### src/hdl/rmsp_pkg.sv
// ---------------------------------------------------------------------------
// rmsp_pkg
// shared types and constants of the rmsprop weight update engine
// ---------------------------------------------------------------------------
package rmsp_pkg;

  localparam int HIDDEN_UNITS = 64;
  localparam int INPUT_LEN    = 128;
  localparam int ENTRY_COUNT  = HIDDEN_UNITS * INPUT_LEN + HIDDEN_UNITS;

  localparam int IDX_W   = 14;
  localparam int VAL_W   = 32;
  localparam int LR_W    = 24;
  localparam int DECAY_W = 16;
  localparam int CFG_W   = 24;

  // 1e-5 in q.24
  localparam logic [28:0] EPS_Q24 = 29'd168;

  localparam int ROOT_W = 28;  // sqrt of a 56 bit operand
  localparam int NUM_W  = 57;  // dividend lr*|g| + den/2
  localparam int DEN_W  = 29;

  typedef enum logic [1:0] {
    CMD_LOAD   = 2'd0,
    CMD_ACCUM  = 2'd1,
    CMD_UPDATE = 2'd2,
    CMD_READ   = 2'd3
  } cmd_t;

  typedef enum logic {
    REG_LEARN_RATE = 1'b0,
    REG_DECAY      = 1'b1
  } reg_idx_t;

  typedef enum logic [3:0] {
    ST_CLEAR,
    ST_IDLE,
    ST_READ,
    ST_SQ,
    ST_MIX,
    ST_CSAT,
    ST_SQRT_GO,
    ST_SQRT_WAIT,
    ST_DIV_WAIT,
    ST_OUT
  } state_t;

endpackage

### src/hdl/rmsp_isqrt.sv
// ---------------------------------------------------------------------------
// rmsp_isqrt
// bit-serial integer square root, two operand bits per cycle
// ---------------------------------------------------------------------------
module rmsp_isqrt (
  input  logic                        clk,
  input  logic                        rst_n,
  input  logic                        start,
  input  logic [2*rmsp_pkg::ROOT_W-1:0] operand,
  output logic                        done,
  output logic [rmsp_pkg::ROOT_W-1:0] root
);
  import rmsp_pkg::*;

  localparam int OP_W = 2 * ROOT_W;

  logic [OP_W-1:0] x_r;
  logic [OP_W-1:0] r_r;
  logic [OP_W-1:0] bit_r;
  logic [4:0]      cnt_r;
  logic            busy_r;
  logic            done_r;
  logic [OP_W:0]   trial;

  assign trial = {1'b0, r_r} + {1'b0, bit_r};

  always_ff @(posedge clk) begin
    if (!rst_n) begin
      busy_r <= 1'b0;
      done_r <= 1'b0;
      cnt_r  <= '0;
    end else begin
      done_r <= 1'b0;
      if (start) begin
        busy_r <= 1'b1;
        cnt_r  <= 5'(ROOT_W - 1);
      end else if (busy_r) begin
        if (cnt_r == '0) begin
          busy_r <= 1'b0;
          done_r <= 1'b1;
        end else begin
          cnt_r <= cnt_r - 5'd1;
        end
      end
    end
  end

  always_ff @(posedge clk) begin
    if (start) begin
      x_r   <= operand;
      r_r   <= '0;
      bit_r <= OP_W'(1) << (OP_W - 2);
    end else if (busy_r) begin
      if ({1'b0, x_r} >= trial) begin
        x_r <= OP_W'({1'b0, x_r} - trial);
        r_r <= (r_r >> 1) + bit_r;
      end else begin
        r_r <= r_r >> 1;
      end
      bit_r <= bit_r >> 2;
    end
  end

  assign done = done_r;
  assign root = r_r[ROOT_W-1:0];

endmodule

### config.mk
export PLATFORM = sky130hd
export DESIGN_NAME = rmsp_isqrt
export DESIGN_NICKNAME = d
export VERILOG_FILES = /design/src/hdl/rmsp_pkg.sv /design/src/hdl/rmsp_isqrt.sv
export SDC_FILE = /design/constraint.sdc
export NUM_CORES = 1
export LEC_CHECK = 0
export BUFFER_PORTS_ARGS = -buffer_cell sky130_fd_sc_hd__clkbuf_2
export CAP_MARGIN = 0
export CELL_PAD_IN_SITES_DETAIL_PLACEMENT = 1
export CELL_PAD_IN_SITES_GLOBAL_PLACEMENT = 2
export CORE_UTILIZATION = 41
export CTS_CLUSTER_SIZE = 25
export DETAILED_ROUTE_END_ITERATION = 10
export PLACE_DENSITY = 0.95
export SETUP_SLACK_MARGIN = 0.02
export SYNTH_ARGS = -nofsm -noshare
export SYNTH_HDL_FRONTEND = slang
export SYNTH_SLANG_ARGS = --single-unit
### constraint.sdc
create_clock -name clk -period 14.8 [get_ports clk]
set_input_delay 2.96 -clock clk [delete_from_list [all_inputs] [get_ports clk]]
set_output_delay 2.96 -clock clk [all_outputs]
set_load 0.05 [all_outputs]
==> results of run 1 <==
[cell families after synthesis]
family,after synthesis,synth area share
compound gates,531,0.269
simple gates,497,0.177
buf+inv,150,0.0545
flops,147,0.268
xor+xnor,125,0.0838
fa+ha+maj,117,0.113
mux,44,0.0342
[per-layer routing]
metal / track usage / wire [um]
met1: 0.329 / 19200
met2: 0.424 / 19400
met3: 0.0348 / 1490
met4: 0.0691 / 687
met5: 0 / 0
[final timing paths]
path / start / endpoint / slack (ns)
hold / removal: r_r[0]$_SDFFE_PP0P_ / r_r[0]$_SDFFE_PP0P_ / 0.52
hold reg to reg: r_r[0]$_SDFFE_PP0P_ / r_r[0]$_SDFFE_PP0P_ / 0.52
setup / recovery: r_r[2]$_SDFFE_PP0P_ / x_r[26]$_DFFE_PP_ / 7.58
setup reg to reg: r_r[2]$_SDFFE_PP0P_ / x_r[26]$_DFFE_PP_ / 7.58
[area by class of cell]
type,instances,area share
clock buffer,21,0.0341
clock inverter,11,0.00523
inverter,46,0.0122
multi-input combinational,1314,0.628
sequential,147,0.249
tap,396,0.0351
timing repair buffer,98,0.0371
[worst max-delay path: stages, from the launching register on]
cell      delay, ns
dfxtp_1        0.37
ha_1           0.39
a31o_2         0.20
a31oi_1        0.15
o21ai_0        0.54
a21boi_0       0.35
o21ai_0        0.86
a21oi_1        0.21
o21bai_1       0.26
xnor2_1        0.14
ha_1           0.45
nand3_1        0.16
nor2_1         0.48
nand4_1        0.37
nor3_1         0.26
a211oi_1       0.10
or3b_1         0.19
buf_4          0.30
nand2_2        0.13
o21ai_4        0.15
buf_4          0.70
[layout by cell type, fill, tap and decap left out, types with 11 or more instances in the layout]
master     Yosys  layout
ha_1         116     116
and3_1        17      17
nand2_1      167     167
o211ai_1      13      13
a211oi_1      25      25
clkbuf_2       0      86
clkbuf_16      0      18
o21ai_0      147     146
a21oi_1       95      95
mux2i_1       39      39
nor3_1        28      28
a31o_2        15      15
xor2_1        65      65
a221oi_1      17      17
buf_4         30      11
o21a_1        11      11
nand4_1       28      28
a311oi_1      11      11
nor2_1       131     131
dfxtp_1       91      90
nor2b_1       12      12
or3_1         11      11
a31oi_1       52      52
edfxtp_1      56      56
xnor2_1       60      60
a21o_1        34      34
inv_1         45      45
o21bai_1      19      19
nand3_1       50      50
[sequential cells by signal (all words and copies together), names as in the netlist]
| register | count |
|---|---|
| done | 1 |
| bit_r | 28 |
| busy_r | 1 |
| cnt_r | 5 |
| x_r | 56 |
| r_r | 56 |
[stage by stage]
step                      hold WS, ns  total power [mW]
after floorplan                 0.469              1.90
after global placement          0.505              2.25
after detailed placement        0.517              2.31
after CTS                       0.525              2.76
after global routing            0.562              2.96
final                           0.525              2.76
[power by group]
part,total [mW],switching (mW),internal (mW)
combinational,1.67,1.07,0.604
clock,0.429,0.196,0.234
sequential,0.660,0.0958,0.564
==> impl_metrics.csv, run 1 <==
group,metric,value,unit
outcome,status,"finished clean",
synthesis,synth_commonest_cells,"nand2_1, o21ai_0, nor2_1",
placement,pre_cts_slack,7.67,ns
sta,finalSetupViolCount,0,
worst_setup_path,cp.arrival,7.30,ns
cts,clock_sinks,147,
detailed_routing,ant_nets,0,
cts,postCtsSetupRepairBufs,0,
cts,cts_resized,0,
placement,port_buffers,87,
floorplanning,io_pins,88,
sta,fmax,139,MHz
cts,cts_tree,"yes",
synthesis,synthArstFlopShare,0,
final_layout,drive_above_1_share,0.106,
final_layout,stdcell_count,2033,
placement,placed_cell_area,0.0136,sq mm
worst_setup_path,critPathKind,"register to register",
global_route,grt_max_degree,101,
sta,slew_headroom,0.329,
global_route,overflow,0,
synthesis,synth_area,0.0131,sq mm
hold_path,min_path_type,"register to register",
sta,fin_setup_tns,0,ns
global_route,grt_pass1_wl,65900,um
synthesis,yosys_register_bits,147,
synthesis,synth_nets,1787,
detailed_routing,drt_iter0_markers,718,
final_layout,fill_cells,3719,
synthesis,synth.distinct_cells,85,
floorplanning,fp.dieW,180,um
final_layout,antenna_cells,0,
final_layout,final_util,0.455,
sta,finClkSkew,0.0127,ns
floorplanning,die_area,0.0326,sq mm
synthesis,synthFlopType,"dfxtp_1",
worst_setup_path,end_kind,"register",
synthesis,yosys.area.top_type_share,0.139,
final_layout,stdcell_area,0.0141,sq mm
sta,fin_ws,7.58,ns
synthesis,synthTopCellsByArea,"dfxtp_1, edfxtp_1, ha_1",
placement,dp_cells,2001,
placement,dp.final_hpwl,30400,um
power,max-vdd-ir-drop,102,uV
floorplanning,start_util,0.421,
worst_setup_path,worstRegToRegCells,20,
sta,fin_crit,7.22,ns
synthesis,synth_top_area_cell,"dfxtp_1",
final_layout,multi_input_area,0.00886,sq mm
sta,rsz0062_at_grt,"false",
global_route,antenna_found_initial,1,
detailed_routing,wirelength,40700,um
final_layout,nNetsFinal,1800,
floorplanning,core_area,0.0310,sq mm
synthesis,syn-mean-instance-area,8.11,sq um
job,drv_cap,0,
worst_setup_path,cp-start-kind,"register",
cts,worstSkewPairLatency,0.46,ns
worst_setup_path,cp.required,14.88,ns
sta,slew_violations,0,
sta,finalCritPeriodShare,0.488,
cts,cts.path.max_buffers,2,
hold_path,worstHoldPathCells,2,
placement,place.gp.congestion,0.912,
power,leakage,5.48,nW
detailed_routing,drc,0,
power,power_density,196,mW/mm^2
sta,worstMarginPinSlew,0.996,ns
final_layout,syn_to_final_growth,8.05,%
cts,cts.clk_slew.worst_paths,0.06,ns
cts,cts_root_buffer,"clkbuf_16",
detailed_routing,vias,12300,
floorplanning,die_h,180,um
synthesis,yosysWarnings,0,
synthesis,synth-seq-area-share,0.268,
detailed_routing,drtPass1Iterations,5,
global_route,grtUsageTotal,0.250,
cts,holdBufCountCts,0,
final_layout,final-seq-area,0.00351,sq mm
detailed_routing,drt-vias-per-instance,6.06,
worst_setup_path,path_max_fanout,56,
sta,hold_violations,0,
floorplanning,fp-row-count,64,
cts,cts_buffers,17,
cts,h-tree-depth,4,
synthesis,synthCells,1611,
synthesis,synth-edff-count,56,
synthesis,synth_most_common_cell,"nand2_1",
global_route,grt_pass1_vias,12700,
detailed_routing,wl_per_cell,20.0,um
Note: power is estimated with default switching activity, not from simulation.
==> run 2: changes to the inputs <==
--- a/config.mk
+++ b/config.mk
@@ -9,10 +9,10 @@
 export CAP_MARGIN = 0
 export CELL_PAD_IN_SITES_DETAIL_PLACEMENT = 1
 export CELL_PAD_IN_SITES_GLOBAL_PLACEMENT = 2
-export CORE_UTILIZATION = 41
+export CORE_UTILIZATION = 34
 export CTS_CLUSTER_SIZE = 25
 export DETAILED_ROUTE_END_ITERATION = 10
-export PLACE_DENSITY = 0.95
+export PLACE_DENSITY = 0.86
 export SETUP_SLACK_MARGIN = 0.02
 export SYNTH_ARGS = -nofsm -noshare
 export SYNTH_HDL_FRONTEND = slang
==> constraint.sdc (replaced) <==
create_clock -name clk -period 6.6 [get_ports clk]
set_input_delay 1.32 -clock clk [delete_from_list [all_inputs] [get_ports clk]]
set_output_delay 1.32 -clock clk [all_outputs]
set_load 0.05 [all_outputs]
==> run 2 against run 1 <==
  * Die area rose by 20%
  * Sequential share of layout area down 0.48 points
  * Setup slack lost 7.2 ns
  * Global-route usage down 3.0 points
  * Non-clock buffer count increased by 8
  * Worst hold slack worse by 0.0048 ns
  * Routed wire length grew 3.5%
==> impl_metrics.csv, run 2 (synthesis results as in run 1) <==
group,metric,value,unit
final_layout,reg_top3,"r_r: 56 flops, x_r: 56 flops, bit_r: 28 flops",
floorplanning,start_util,0.346,
detailed_routing,drt-vias-per-instance,5.73,
placement,dp.final_hpwl,32000,um
sta,fmax,161,MHz
global_route,grt_pass1_vias,12400,
worst_setup_path,critPathKind,"register to register",
sta,slew_violations,0,
global_route,grtUsageTotal,0.220,
worst_setup_path,cp-start-kind,"register",
worst_setup_path,end_kind,"register",
floorplanning,io_pins,88,
power,leakage,5.54,nW
sta,holdWs,0.520,ns
cts,cts_root_buffer,"clkbuf_16",
cts,h-tree-depth,4,
worst_setup_path,worstRegToRegCells,23,
detailed_routing,wirelength,42200,um
final_layout,drive_above_1_share,0.107,
worst_setup_path,path_max_fanout,24,
global_route,antenna_found_initial,1,
sta,fin_setup_tns,0,ns
cts,clock_sinks,147,
cts,cts.clk_slew.worst_paths,0.07,ns
cts,cts.path.max_buffers,2,
detailed_routing,wl_per_cell,19.6,um
cts,cts_tree,"yes",
worst_setup_path,cp.required,6.93,ns
power,max-vdd-ir-drop,197,uV
placement,place.gp.congestion,0.910,
worst_setup_path,cp.arrival,6.53,ns
detailed_routing,drc,0,
final_layout,final_cell_mix,"nand2_1, o21ai_0, nor2_1",
floorplanning,core_area,0.0378,sq mm
floorplanning,die_area,0.0392,sq mm
sta,fin_crit,6.19,ns
floorplanning,fp.dieW,198,um
detailed_routing,drtPass1Iterations,6,
sta,rsz0062_at_grt,"false",
outcome,status,"finished clean",
detailed_routing,drt_iter0_markers,705,
floorplanning,die_h,198,um
placement,port_buffers,87,
floorplanning,fp-row-count,71,
global_route,overflow,0,
final_layout,nNetsFinal,1808,
final_layout,final_common_cell,"nand2_1",
sta,worstMarginPinSlew,0.944,ns
cts,worstSkewPairLatency,0.45,ns
sta,finClkSkew,0.0106,ns
final_layout,syn_to_final_growth,10.2,%
global_route,grt_max_degree,115,
detailed_routing,vias,12400,
hold_path,worstHoldPathCells,2,
global_route,grt_pass1_wl,68200,um
detailed_routing,ant_nets,0,
job,drv_cap,0,
power,power_density,438,mW/mm^2
sta,slew_headroom,0.367,
cts,cts_buffers,17,
hold_path,min_path_type,"register to register",
sta,finalCritPeriodShare,0.938,
sta,finalSetupViolCount,0,
sta,hold_violations,0,
==> run 2: changes by cell type in the layout (fill, tap and decap cells not counted) <==
cell and change:
clkbuf_8 +1, buf_4 +1, diode_2 +1, inv_4 -2, a21boi_0 -1, clkbuf_1 +5
clkinv_2 -1, inv_6 -1, buf_12 +7, a21boi_2 +1, clkinv_4 -3
==> run 2: worst paths after layout <==
check                        from  slack [ns]                    to
max           r_r[2]$_SDFFE_PP0P_        0.41  r_r[10]$_SDFFE_PP0P_
min          r_r[36]$_SDFFE_PP0P_        0.52  r_r[36]$_SDFFE_PP0P_
max reg2reg   r_r[2]$_SDFFE_PP0P_        0.41  r_r[10]$_SDFFE_PP0P_
min reg2reg  r_r[36]$_SDFFE_PP0P_        0.52  r_r[36]$_SDFFE_PP0P_
==> run 2: through the flow <==
stage / instances / setup WS [ns] / power, mW / area [sq um] / util
floorplan: 1611 / 0.0738 / 4.25 / 13100 / -
CTS: 2154 / 0.240 / 6.31 / 14400 / 0.381
detailed placement: 2123 / 0.338 / 5.34 / 13800 / 0.367
global placement: 2123 / 0.436 / 5.24 / 13800 / 0.367
finish: 2156 / 0.408 / 6.30 / 14400 / 0.381
global route: 2155 / 0.0134 / 6.78 / 14400 / 0.381
==> run 2: cell type report <==
cell class              instances  area, sq um
well taps                     511          639
clock inverters                 4         21.3
fillers                      4540        23400
inverters                      46          173
diodes                          1         2.50
multi-input cells            1314         8860
repair buffers                106          672
clock buffers                  27          514
flip-flops and latches        147         3510
==> run 2: power breakdown <==
| part | switching, mW | internal (mW) | leakage [nW] |
|---|---|---|---|
| registers | 0.230 | 1.26 | 1.31 |
| logic | 2.40 | 1.47 | 3.97 |
| clock network | 0.413 | 0.530 | 0.267 |
==> run 2: worst max-delay path, cell delays in order, from the launching register on <==
cell and delay [ns]:
dfxtp_1 0.37, ha_1 0.39, a31o_2 0.20, a31oi_1 0.15, o21ai_0 0.67, a21boi_2 0.21
nor2_1 0.17, a21oi_1 0.13, o21ba_2 0.24, o21bai_1 0.25, a31oi_1 0.14, xor2_1 0.18
ha_1 0.40, and3_1 0.27, nand2_1 0.18, nor3_1 0.09, o32a_1 0.35, o2bb2ai_1 0.13
a21o_1 0.20, or3b_1 0.45, nand2_2 0.18, buf_12 0.20, o21ai_0 0.09, a221oi_1 0.39
==> run 2: layer usage <==
metal	track usage	share of wire	wire, um	vias to the layer above
met3	0.0322	0.035	1490	52
met2	0.362	0.46	19600	226
met1	0.297	0.48	20200	6043
met4	0.0637	0.020	840	2
met5	0	0.00031	13	-
li1	-	-	-	6032
==> run 2: what timing repair did <==
action	CTS	global route
setup endpoints to repair	0	30
buffers inserted	0	1
hold buffers	0	0
resized for setup	0	2
