[config.mk]
export PLATFORM = sky130hd
export DESIGN_NAME = rmsp_div
export DESIGN_NICKNAME = d
export VERILOG_FILES = /design/src/hdl/rmsp_pkg.sv /design/src/hdl/rmsp_div.sv
export SDC_FILE = /design/constraint.sdc
export NUM_CORES = 1
export LEC_CHECK = 0
export ABC_CLOCK_PERIOD_IN_PS = 6000
export BUFFER_PORTS_ARGS = -buffer_cell sky130_fd_sc_hd__buf_4
export CORE_ASPECT_RATIO = 0.7
export CORE_MARGIN = 2
export CORE_UTILIZATION = 31
export DETAILED_ROUTE_END_ITERATION = 7
export PLACE_DENSITY = 0.5
export SLEW_MARGIN = 20
export SYNTH_ARGS = -nofsm -noshare
export SYNTH_HDL_FRONTEND = slang
export SYNTH_SLANG_ARGS = --single-unit
[constraint.sdc]
create_clock -name clk -period 6 [get_ports clk]
set_clock_uncertainty 0.15 [all_clocks]
set_input_delay 0.9 -clock clk [delete_from_list [all_inputs] [get_ports clk]]
set_output_delay 0.9 -clock clk [all_outputs]
set_load 0.02 [all_outputs]
[src/hdl/rmsp_pkg.sv]
// ---------------------------------------------------------------------------
// rmsp_pkg
// shared types and constants of the rmsprop weight update engine
// ---------------------------------------------------------------------------
package rmsp_pkg;

  localparam int HIDDEN_UNITS = 64;
  localparam int INPUT_LEN    = 128;
  localparam int ENTRY_COUNT  = HIDDEN_UNITS * INPUT_LEN + HIDDEN_UNITS;

  localparam int IDX_W   = 14;
  localparam int VAL_W   = 32;
  localparam int LR_W    = 24;
  localparam int DECAY_W = 16;
  localparam int CFG_W   = 24;

  // 1e-5 in q.24
  localparam logic [28:0] EPS_Q24 = 29'd168;

  localparam int ROOT_W = 28;  // sqrt of a 56 bit operand
  localparam int NUM_W  = 57;  // dividend lr*|g| + den/2
  localparam int DEN_W  = 29;

  typedef enum logic [1:0] {
    CMD_LOAD   = 2'd0,
    CMD_ACCUM  = 2'd1,
    CMD_UPDATE = 2'd2,
    CMD_READ   = 2'd3
  } cmd_t;

  typedef enum logic {
    REG_LEARN_RATE = 1'b0,
    REG_DECAY      = 1'b1
  } reg_idx_t;

  typedef enum logic [3:0] {
    ST_CLEAR,
    ST_IDLE,
    ST_READ,
    ST_SQ,
    ST_MIX,
    ST_CSAT,
    ST_SQRT_GO,
    ST_SQRT_WAIT,
    ST_DIV_WAIT,
    ST_OUT
  } state_t;

endpackage

[src/hdl/rmsp_div.sv]
// ---------------------------------------------------------------------------
// rmsp_div
// restoring unsigned divider, one quotient bit per cycle
// ---------------------------------------------------------------------------
module rmsp_div (
  input  logic                       clk,
  input  logic                       rst_n,
  input  logic                       start,
  input  logic [rmsp_pkg::NUM_W-1:0] numer,
  input  logic [rmsp_pkg::DEN_W-1:0] denom,
  output logic                       done,
  output logic [rmsp_pkg::NUM_W-1:0] quot
);
  import rmsp_pkg::*;

  logic [NUM_W-1:0] n_r;
  logic [DEN_W-1:0] d_r;
  logic [DEN_W-1:0] rem_r;
  logic [5:0]       cnt_r;
  logic             busy_r;
  logic             done_r;
  logic [DEN_W:0]   trial;
  logic             fits;

  assign trial = {rem_r, n_r[NUM_W-1]};
  assign fits  = trial >= {1'b0, d_r};

  always_ff @(posedge clk) begin
    if (!rst_n) begin
      busy_r <= 1'b0;
      done_r <= 1'b0;
      cnt_r  <= '0;
    end else begin
      done_r <= 1'b0;
      if (start) begin
        busy_r <= 1'b1;
        cnt_r  <= 6'(NUM_W - 1);
      end else if (busy_r) begin
        if (cnt_r == '0) begin
          busy_r <= 1'b0;
          done_r <= 1'b1;
        end else begin
          cnt_r <= cnt_r - 6'd1;
        end
      end
    end
  end

  always_ff @(posedge clk) begin
    if (start) begin
      n_r   <= numer;
      d_r   <= denom;
      rem_r <= '0;
    end else if (busy_r) begin
      rem_r <= fits ? DEN_W'(trial - {1'b0, d_r}) : trial[DEN_W-1:0];
      n_r   <= {n_r[NUM_W-2:0], fits};
    end
  end

  assign done = done_r;
  assign quot = n_r;

endmodule

==> results of run 1 <==
==> flip-flops by register name, summed over array words and instances, names as in the netlist <==
register,flops
done,1
cnt_r,6
quot,57
busy_r,1
d_r,29
rem_r,29
==> worst max-delay path, stage by stage (launching register included) <==
cell and delay (ns):
edfxtp_1 0.36, inv_1 0.06, ha_1 0.22, fa_1 0.41, nor2b_1 0.17, o21bai_1 0.13
a211o_1 0.31, a41o_1 0.29, o21ai_1 0.21, a221o_1 0.28, a21oi_4 0.07, buf_4 0.30
or2_2 0.35, a311oi_1 0.24
==> metal layers <==
| layer | share of wire | GRT usage | vias up |
|---|---|---|---|
| li1 | - | - | 2344 |
| met1 | 0.50 | 0.210 | 2260 |
| met2 | 0.44 | 0.217 | 101 |
| met3 | 0.041 | 0.0380 | 24 |
| met4 | 0.020 | 0.0525 | 0 |
| met5 | 0 | 0 | - |
==> logic make-up (layout without fill, tap and decap cells) <==
group / Yosys count / after routing / share of synthesized area
DFF: 123 / 123 / 0.513
buffers and inverters: 64 / 219 / 0.0417
xor gates and xnor gates: 29 / 29 / 0.0392
muxes: 80 / 80 / 0.134
and+or+nand+nor: 116 / 116 / 0.0844
AOI/OAI and AO/OA: 115 / 115 / 0.126
adders and majority gates: 31 / 31 / 0.0610
==> path summary, 6_finish.rpt <==
| check | endpoint | slack, ns |
|---|---|---|
| setup reg to reg | rem_r[0] | 2.38 |
| hold / removal | rem_r[23] | 0.34 |
| setup / recovery | rem_r[0] | 2.38 |
| hold reg to reg | rem_r[23] | 0.34 |
==> cell usage in the layout, fill, tap and decap left out, types with 3 or more instances in the layout <==
master	count
a32oi_1	3
and2_1	4
o21ai_0	14
dfxtp_1	37
o31ai_1	3
nor2b_1	4
inv_1	36
nor2_1	37
xor2_1	12
nand4_1	4
buf_4	150
mux2_2	56
edfxtp_1	86
clkbuf_16	17
nand3_1	12
mux2i_1	24
nor3_1	6
ha_1	30
o21a_1	6
a21oi_1	19
a211oi_1	19
nand2_1	30
bufinv_16	6
a21o_1	21
o311ai_0	3
nand2b_1	8
and3_1	3
o21bai_1	6
xnor2_1	17
==> area by class of cell <==
| class | instances | area, µm² |
|---|---|---|
| timing repair buffer | 150 | 1130 |
| clock inverter | 11 | 214 |
| sequential | 123 | 3320 |
| tap | 276 | 345 |
| inverter | 37 | 139 |
| multi-input combinational | 371 | 2890 |
| clock buffer | 21 | 460 |
| fill | 2007 | 12100 |
==> power breakdown <==
part           internal (mW)  switching [mW]
logic                  0.229           0.267
registers              0.998          0.0396
clock network          0.801           0.392
total                   2.03           0.698
==> through the flow <==
step | utilization | instances
floorplan | - | 558
global placement | 0.380 | 957
detailed placement | 0.380 | 957
CTS | 0.413 | 989
global route | 0.413 | 989
finish | 0.413 | 989
==> flow_summary_export.csv, run 1 <==
group,metric,value,unit
global_route,antenna_found_initial,0,
power,p_total,2.73,mW
clocking,clockRootBuffer,"clkbuf_16",
detailed_routing,drcViolationCount,0,
global_route,track_usage,0.148,
timing,worst_pin_slew,1.07,ns
die,initial_utilization,0.315,
clocking,cts.sink_count,123,
clocking,clk_latency,0.43,ns
finish,n_antenna_cell,0,
synthesis,ys_async_sr_fraction,0,
placed_design,place_congestion,0.869,
worst_hold_path,hold_depth,2,
clocking,cts_tree,"yes",
finish,final_cell_area,0.00850,mm²
worst_hold_path,min_path_type,"reg -> reg",
die,std_cell_rows,44,
die,core_region_area,0.0206,mm²
outcome,status,"finished clean",
synthesis,avgSynthCellArea,11.6,µm²
timing,fin_crit_sh,0.603,
detailed_routing,post_drt_wl_per_cell,16.1,µm
setup_path,worstReg2RegStart,"quot[56]",
synthesis,synth_cells,558,
worst_hold_path,hp-start,"rem_r[23]",
finish,drive_gt1_frac,0.337,
placed_design,hpwl,11000,µm
placed_design,io_buffer_count,146,
synthesis,ys.flop_type,"edfxtp_1",
timing,whs,0.336,ns
timing,slew_violations,0,
timing,setup_slack,2.38,ns
clocking,cts_inserted_buffers,17,
placed_design,placed_cell_area,0.00783,mm²
synthesis,syn_nets,678,
timing,clock.fmax,0.276,GHz
synthesis,yosys.area.top_type,"edfxtp_1",
synthesis,synth_commonest_cells,"edfxtp_1 (86), mux2_2 (56), dfxtp_1 (37), inv_1 (37), nor2_1 (37)",
power,vdd_drop_max,192,µV
setup_path,crit_type,"reg -> reg",
setup_path,required,6.18,ns
synthesis,synth.area.top_cells,"edfxtp_1 (40%), dfxtp_1 (11%), mux2_2 (9.7%)",
setup_path,path_max_fanout,38,
synthesis,yosysMostFrequentCell,"edfxtp_1",
setup_path,critPathLaunch,"quot[56]",
clocking,cts_hold_buf,0,
timing,finalSetupViolCount,0,
timing,tns,0,ns
detailed_routing,drt_pass1_iterations,5,
global_route,grt_pass1_wl,25400,µm
synthesis,netlist.area_leader.share,0.399,
synthesis,yosysWarnings,0,
die,die_x,177,µm
timing,final_hold_viol_count,0,
power,p_leak,3.78,nW
detailed_routing,ant_nets,0,
placed_design,place_worst_setup_slack,2.36,ns
power,power.density,321,mW/mm²
clocking,clk_pin_slew,0.06,ns
timing,period_needed,3.62,ns
timing,rsz0062_at_grt,"false",
clocking,cts_setup_buffers,0,
detailed_routing,avgViaCountPerCell,4.78,
detailed_routing,wirelength,15900,µm
synthesis,synth_cell_types,56,
finish,nets,820,
synthesis,syn-cell-area,0.00648,mm²
clocking,clock_path_buffers,2,
setup_path,endpoint_kind,"flip-flop",
detailed_routing,drt_iter0_markers,310,
timing,slew_headroom,0.284,
clocking,cts_resized,0,
global_route,grt_max_degree,64,
setup_path,rr_worst_depth,13,
clocking,htreeDepth,4,
global_route,grt_pass1_vias,4824,
die,dieArea,0.0221,mm²
synthesis,synth-edff-count,86,
die,fp.dieH,125,µm
global_route,globalRouteOverflowTotal,0,
synthesis,ys_ff_latch,123,
flow_run,maxCapViolCount,0,
finish,area_growth,31.2,%
detailed_routing,num_vias,4729,
setup_path,critPathArrivalTime,3.80,ns
synthesis,yosysSeqAreaShare,0.513,
die,io_pins,147,
setup_path,start_kind,"flip-flop",
Power figures use the tool's default switching activity.
==> run 2: changes to the inputs <==
--- a/config.mk
+++ b/config.mk
@@ -5,13 +5,14 @@
 export SDC_FILE = /design/constraint.sdc
 export NUM_CORES = 1
 export LEC_CHECK = 0
-export ABC_CLOCK_PERIOD_IN_PS = 6000
+export ABC_AREA = 1
+export ABC_CLOCK_PERIOD_IN_PS = 3600
 export BUFFER_PORTS_ARGS = -buffer_cell sky130_fd_sc_hd__buf_4
 export CORE_ASPECT_RATIO = 0.7
 export CORE_MARGIN = 2
 export CORE_UTILIZATION = 31
 export DETAILED_ROUTE_END_ITERATION = 7
-export PLACE_DENSITY = 0.5
+export PLACE_DENSITY = 0.49
 export SLEW_MARGIN = 20
 export SYNTH_ARGS = -nofsm -noshare
 export SYNTH_HDL_FRONTEND = slang
==> constraint.sdc (replaced) <==
create_clock -name clk -period 3.6 [get_ports clk]
set_clock_uncertainty 0.15 [all_clocks]
set_input_delay 0.54 -clock clk [delete_from_list [all_inputs] [get_ports clk]]
set_output_delay 0.54 -clock clk [all_outputs]
set_load 0.02 [all_outputs]
==> run 2 against run 1 <==
  * Core utilization down 1.1 points
  * Total power up 54%
  * Wire length up 31%
  * Critical path depth unchanged
  * Area after synthesis up 13%
  * Global-route usage up 2.2 points
  * Worst setup slack worse by 1.7 ns
  * First-iteration DRC count up 37%
  * Via count up 37%
  * Clock power up 61%
  * Non-clock buffer count up 2
==> flow_summary_export.csv, run 2 <==
group,metric,value,unit
timing,period_needed,2.93,ns
clocking,cts_inserted_buffers,17,
clocking,cts_setup_buffers,0,
synthesis,ys_async_sr_fraction,0,
die,core_region_area,0.0234,mm²
global_route,grt_max_degree,50,
global_route,grt.busiest_layer,"met1",
placed_design,io_buffer_count,146,
die,initial_utilization,0.313,
global_route,antenna_found_initial,0,
finish,nets,1258,
clocking,htreeDepth,4,
global_route,grt_use_met2,0.220,
synthesis,yosys.area.top_type,"edfxtp_1",
synthesis,yosysMostFrequentCell,"nand2_1",
power,p_leak,4.71,nW
synthesis,avgSynthCellArea,7.39,µm²
synthesis,synth-edff-count,86,
flow_run,maxCapViolCount,0,
worst_hold_path,min_path_type,"in -> reg",
synthesis,ys.flop_type,"edfxtp_1",
synthesis,synth_cell_types,39,
setup_path,path_max_fanout,46,
synthesis,netlist.area_leader.share,0.353,
detailed_routing,wirelength,20800,µm
clocking,cts_resized,0,
global_route,use_met1,0.274,
synthesis,yosysWarnings,0,
finish,n_antenna_cell,0,
timing,rsz0062_at_grt,"false",
setup_path,required,3.77,ns
clocking,cts.sink_count,123,
global_route,globalRouteOverflowTotal,0,
die,fp.dieH,133,µm
finish,area_growth,28.3,%
timing,fin_crit_sh,0.813,
detailed_routing,drt_iter0_markers,426,
detailed_routing,ant_nets,0,
global_route,track_usage,0.169,
finish,layout_commonest_cell,"nand2_1",
setup_path,endpoint_kind,"flip-flop",
power,vdd_drop_max,328,µV
timing,worst_pin_slew,0.848,ns
die,dieArea,0.0249,mm²
finish,drive_gt1_frac,0.195,
placed_design,place_congestion,0.869,
outcome,status,"finished clean",
synthesis,synth.area.top_cells,"edfxtp_1 (35%), nand2_1 (22%), dfxtp_1 (10%)",
die,io_pins,147,
synthesis,syn-cell-area,0.00732,mm²
timing,slew_headroom,0.434,
finish,utilization,0.401,
timing,finalSetupViolCount,0,
clocking,clk_pin_slew,0.06,ns
finish,finalNonFillerCells,1469,
setup_path,worstPathCellList,"inv_1, ha_1, fa_1, inv_1, nand3_1, nand3_1, nand2_1, nand2_1, nand2_2, nand3_4, nand3_1, nand2_1, nand2_1",
detailed_routing,drcViolationCount,0,
detailed_routing,num_vias,6470,
finish,largest_register_ffs,57,
clocking,clk_latency,0.43,ns
detailed_routing,avgViaCountPerCell,4.40,
synthesis,synth_cells,991,
setup_path,start_kind,"flip-flop",
clocking,cts_hold_buf,0,
placed_design,dp_cells,1437,
synthesis,yosysSeqAreaShare,0.454,
placed_design,hpwl,15400,µm
clocking,cts_tree,"yes",
global_route,grt_pass1_wl,32700,µm
synthesis,syn_nets,1111,
power,power.density,448,mW/mm²
finish,final_cell_mix,"nand2_1 (420), buf_4 (151), inv_1 (141), edfxtp_1 (86), nand3_1 (69)",
setup_path,cpMostUsedCell,"nand2_1",
die,std_cell_rows,47,
global_route,grt_use_met3,0.0347,
global_route,grt_pass1_vias,5925,
timing,whs,0.135,ns
setup_path,critPathSlowestCell,"nand3_4",
setup_path,critPathArrivalTime,3.10,ns
clocking,clockRootBuffer,"clkbuf_16",
die,die_x,188,µm
timing,slew_violations,0,
detailed_routing,drt_pass1_iterations,5,
setup_path,crit_type,"reg -> reg",
timing,final_hold_viol_count,0,
timing,tns,0,ns
synthesis,ys_ff_latch,123,
setup_path,slowest_delay,0.46,ns
clocking,clock_path_buffers,2,
timing,clock.fmax,0.342,GHz
synthesis,synth_commonest_cells,"nand2_1 (420), inv_1 (142), edfxtp_1 (86)",
detailed_routing,post_drt_wl_per_cell,14.1,µm
run 2: final timing paths:
check	to	startpoint	cells past startpoint	slack (ns)
worst max register to register	rem_r[22]	quot[56]	13	0.67
worst max-delay path	rem_r[22]	quot[56]	13	0.67
worst min register to register	rem_r[15]	rem_r[15]	2	0.33
worst min-delay path	d_r[16]	denom[16]	1	0.14
run 2: cells by family after synthesis:
logic type	count (synthesis)	share of synthesized area
flops	123	0.454
xor+xnor	13	0.0155
compound gates	51	0.0371
simple gates	605	0.348
fa+ha+maj	31	0.0540
buf+inv	168	0.0921
run 2: per-stage QoR:
step	cell area, µm²	total power [mW]	setup WS, ns
floorplan	7320	2.05	0.340
global placement	8740	2.32	0.674
detailed placement	8740	2.32	0.671
CTS	9390	4.27	0.653
global route	9390	4.38	0.463
finish	9390	4.21	0.674
run 2: layout make-up:
cell class                      count  area [µm²]
Fill cell                        2552       14000
Multi-Input combinational cell    700        3330
Sequential cell                   123        3320
Timing Repair Buffer              152        1150
Inverter                          144         541
Clock buffer                       23         499
Tap cell                          318         398
Clock inverter                      9         154
run 2: critical path: cells and delay by family, from the launching register on:
kind	cells	cell delay, ns
simple gates	9	1.50
buf+inv	2	0.16
fa+ha+maj	2	0.66
flops	1	0.36
run 2: metal layers:
metal  vias to the layer above  wire length [µm]
met4                         0               229
met1                      2903             11700
met2                       134              7820
met5                         -                 0
met3                        17               962
li1                       3416                 -
run 2: report_power, final:
group          switching (mW)  total, mW  internal [mW]
sequential             0.0530       1.69           1.64
clock                   0.658       1.92           1.26
combinational           0.358      0.597          0.240
==> run 3: changes to the inputs <==
--- a/config.mk
+++ b/config.mk
@@ -5,14 +5,14 @@
 export SDC_FILE = /design/constraint.sdc
 export NUM_CORES = 1
 export LEC_CHECK = 0
-export ABC_AREA = 1
-export ABC_CLOCK_PERIOD_IN_PS = 3600
+export ABC_AREA = 0
+export ABC_CLOCK_PERIOD_IN_PS = 2670
 export BUFFER_PORTS_ARGS = -buffer_cell sky130_fd_sc_hd__buf_4
 export CORE_ASPECT_RATIO = 0.7
 export CORE_MARGIN = 2
 export CORE_UTILIZATION = 31
 export DETAILED_ROUTE_END_ITERATION = 7
-export PLACE_DENSITY = 0.49
+export PLACE_DENSITY = 0.52
 export SLEW_MARGIN = 20
 export SYNTH_ARGS = -nofsm -noshare
 export SYNTH_HDL_FRONTEND = slang
==> constraint.sdc (replaced) <==
create_clock -name clk -period 2.67 [get_ports clk]
set_clock_uncertainty 0.15 [all_clocks]
set_input_delay 0.4005 -clock clk [delete_from_list [all_inputs] [get_ports clk]]
set_output_delay 0.4005 -clock clk [all_outputs]
set_load 0.02 [all_outputs]
==> run 3 against run 2 <==
  * The run now ends with negative setup slack left
  * Non-clock buffer count is 121 higher
  * Core utilization is 7.1 points higher
  * First-iteration DRC count is 24% lower
  * Clock-buffer cell count is 6 lower
  * Total power is 50% higher
  * Global-route usage is 0.59 points lower
  * Sequential power is 38% higher
  * Hold slack worse by 0.12 ns
==> flow_summary_export.csv, run 3 (same netlist as run 1, synthesis figures left out) <==
group,metric,value,unit
timing,setup_slack,-0.493,ns
timing,slew_headroom,0.487,
timing,final_hold_viol_count,0,
placed_design,place_congestion,0.838,
setup_path,worstReg2RegStart,"quot[56]",
die,die_x,177,µm
global_route,track_usage,0.164,
die,dieArea,0.0221,mm²
global_route,grt_pass1_vias,5270,
detailed_routing,ant_nets,0,
finish,largest_register_ffs,57,
detailed_routing,drcViolationCount,0,
worst_hold_path,min_path_type,"in -> reg",
detailed_routing,drt_iter0_markers,323,
setup_path,start_kind,"flip-flop",
die,initial_utilization,0.315,
clocking,cts_inserted_buffers,17,
finish,layout_commonest_cell,"buf_4",
clocking,clock_path_buffers,2,
detailed_routing,post_drt_wl_per_cell,16.3,µm
setup_path,critPathLaunch,"quot[56]",
timing,worst_pin_slew,0.770,ns
timing,slew_violations,0,
setup_path,crit_type,"reg -> reg",
finish,nets,943,
setup_path,critPathArrivalTime,3.34,ns
die,io_pins,147,
die,fp.dieH,125,µm
timing,clock.fmax,0.316,GHz
timing,rsz0062_at_grt,"true",
finish,utilization,0.472,
worst_hold_path,hp-start,"denom[9]",
detailed_routing,num_vias,5266,
clocking,clk_pin_slew,0.06,ns
finish,drive_gt1_frac,0.435,
outcome,violations,"negative setup slack",
detailed_routing,drt_pass1_iterations,5,
clocking,cts_tree,"yes",
power,p_leak,4.41,nW
detailed_routing,wirelength,18100,µm
power,power.density,651,mW/mm²
clocking,clockRootBuffer,"clkbuf_16",
setup_path,path_max_fanout,6,
die,core_region_area,0.0206,mm²
finish,fillers,1917,
detailed_routing,avgViaCountPerCell,4.74,
timing,whs,0.0160,ns
global_route,antenna_found_initial,0,
die,std_cell_rows,44,
global_route,globalRouteOverflowTotal,0,
timing,finalSetupViolCount,30,
clocking,htreeDepth,4,
clocking,cts.sink_count,123,
global_route,grt_pass1_wl,28500,µm
finish,area_growth,50.1,%
finish,final_cell_mix,"buf_4 (237), edfxtp_1 (86), mux2_2 (56), dfxtp_1 (37), nor2_1 (36)",
setup_path,required,2.85,ns
outcome,status,"finished, violations left",
placed_design,io_buffer_count,146,
timing,fin_crit_sh,1.18,
placed_design,hpwl,12700,µm
flow_run,maxCapViolCount,0,
power,vdd_drop_max,406,µV
clocking,clk_latency,0.42,ns
setup_path,endpoint_kind,"flip-flop",
setup_path,r2r_slack,-0.49,ns
finish,n_antenna_cell,0,
global_route,grt_max_degree,61,
timing,period_needed,3.16,ns
-- run 3: cell types whose count changed in the layout (fill, tap and decap cells not counted), moves of 27 or more --
cell / change
mux2_2: +56
nand2_1: -390
nor2_2: -27
inv_1: -108
buf_4: +86
nand3_1: -60
-- run 3: metrics by stage --
| stage | worst slack (ns) | setup TNS [ns] | area (µm²) | power, mW | instances |
|---|---|---|---|---|---|
| after detailed placement | -0.529 | -13.11 | 8580 | 3.69 | 1042 |
| after CTS | -0.466 | -11.78 | 9550 | 6.34 | 1104 |
| after global routing | -0.646 | -17.54 | 9730 | 6.60 | 1111 |
| final | -0.493 | -12.25 | 9730 | 6.33 | 1111 |
| after floorplan | -0.404 | -9.47 | 6550 | 3.10 | 558 |
| after global placement | -0.414 | -11.43 | 8580 | 3.68 | 1042 |
-- run 3: metal layers --
metal	routed length, µm	share of wire	track usage
met5	0	0	0
met4	155	0.0086	0.0404
met3	664	0.037	0.0325
met2	8150	0.45	0.247
met1	9120	0.50	0.239
-- run 3: final timing paths --
path / to / depth (start not counted)
hold / removal: d_r[9] / 1
setup reg to reg: rem_r[0] / 14
hold reg to reg: rem_r[23] / 2
setup / recovery: rem_r[0] / 14
-- run 3: final cells by class --
type | instances | area (µm²) | share of cell area
multi-input combinational | 371 | 3050 | 0.314
sequential | 123 | 3320 | 0.342
tap | 276 | 345 | 0.0355
inverter | 37 | 139 | 0.0143
timing repair buffer | 273 | 2220 | 0.229
clock buffer | 17 | 425 | 0.0437
clock inverter | 14 | 218 | 0.0224
-- run 3: critical path, cell delays in order, from the launching register on --
cell	delay (ns)
edfxtp_1	0.35
inv_2	0.04
ha_2	0.18
fa_2	0.37
nor2b_4	0.15
o21bai_4	0.07
a211o_1	0.28
a41o_1	0.25
o21ai_2	0.14
a221o_1	0.24
a21oi_4	0.08
buf_12	0.15
clkbuf_16	0.15
or2_4	0.22
a311oi_1	0.23
-- run 3: what timing repair did --
| item | CTS | global route |
|---|---|---|
| buffers inserted | 7 | 4 |
| setup endpoints to repair | 30 | 30 |
| gates cloned | 0 | 3 |
| pin swaps | 5 | 6 |
| hold endpoints to repair | 25 | 0 |
| hold buffers | 25 | 0 |
| resized for setup | 14 | 13 |
-- run 3: power by group --
part	switching, mW	internal (mW)
Clock	0.921	1.65
Sequential	0.0922	2.24
Combinational	0.695	0.724
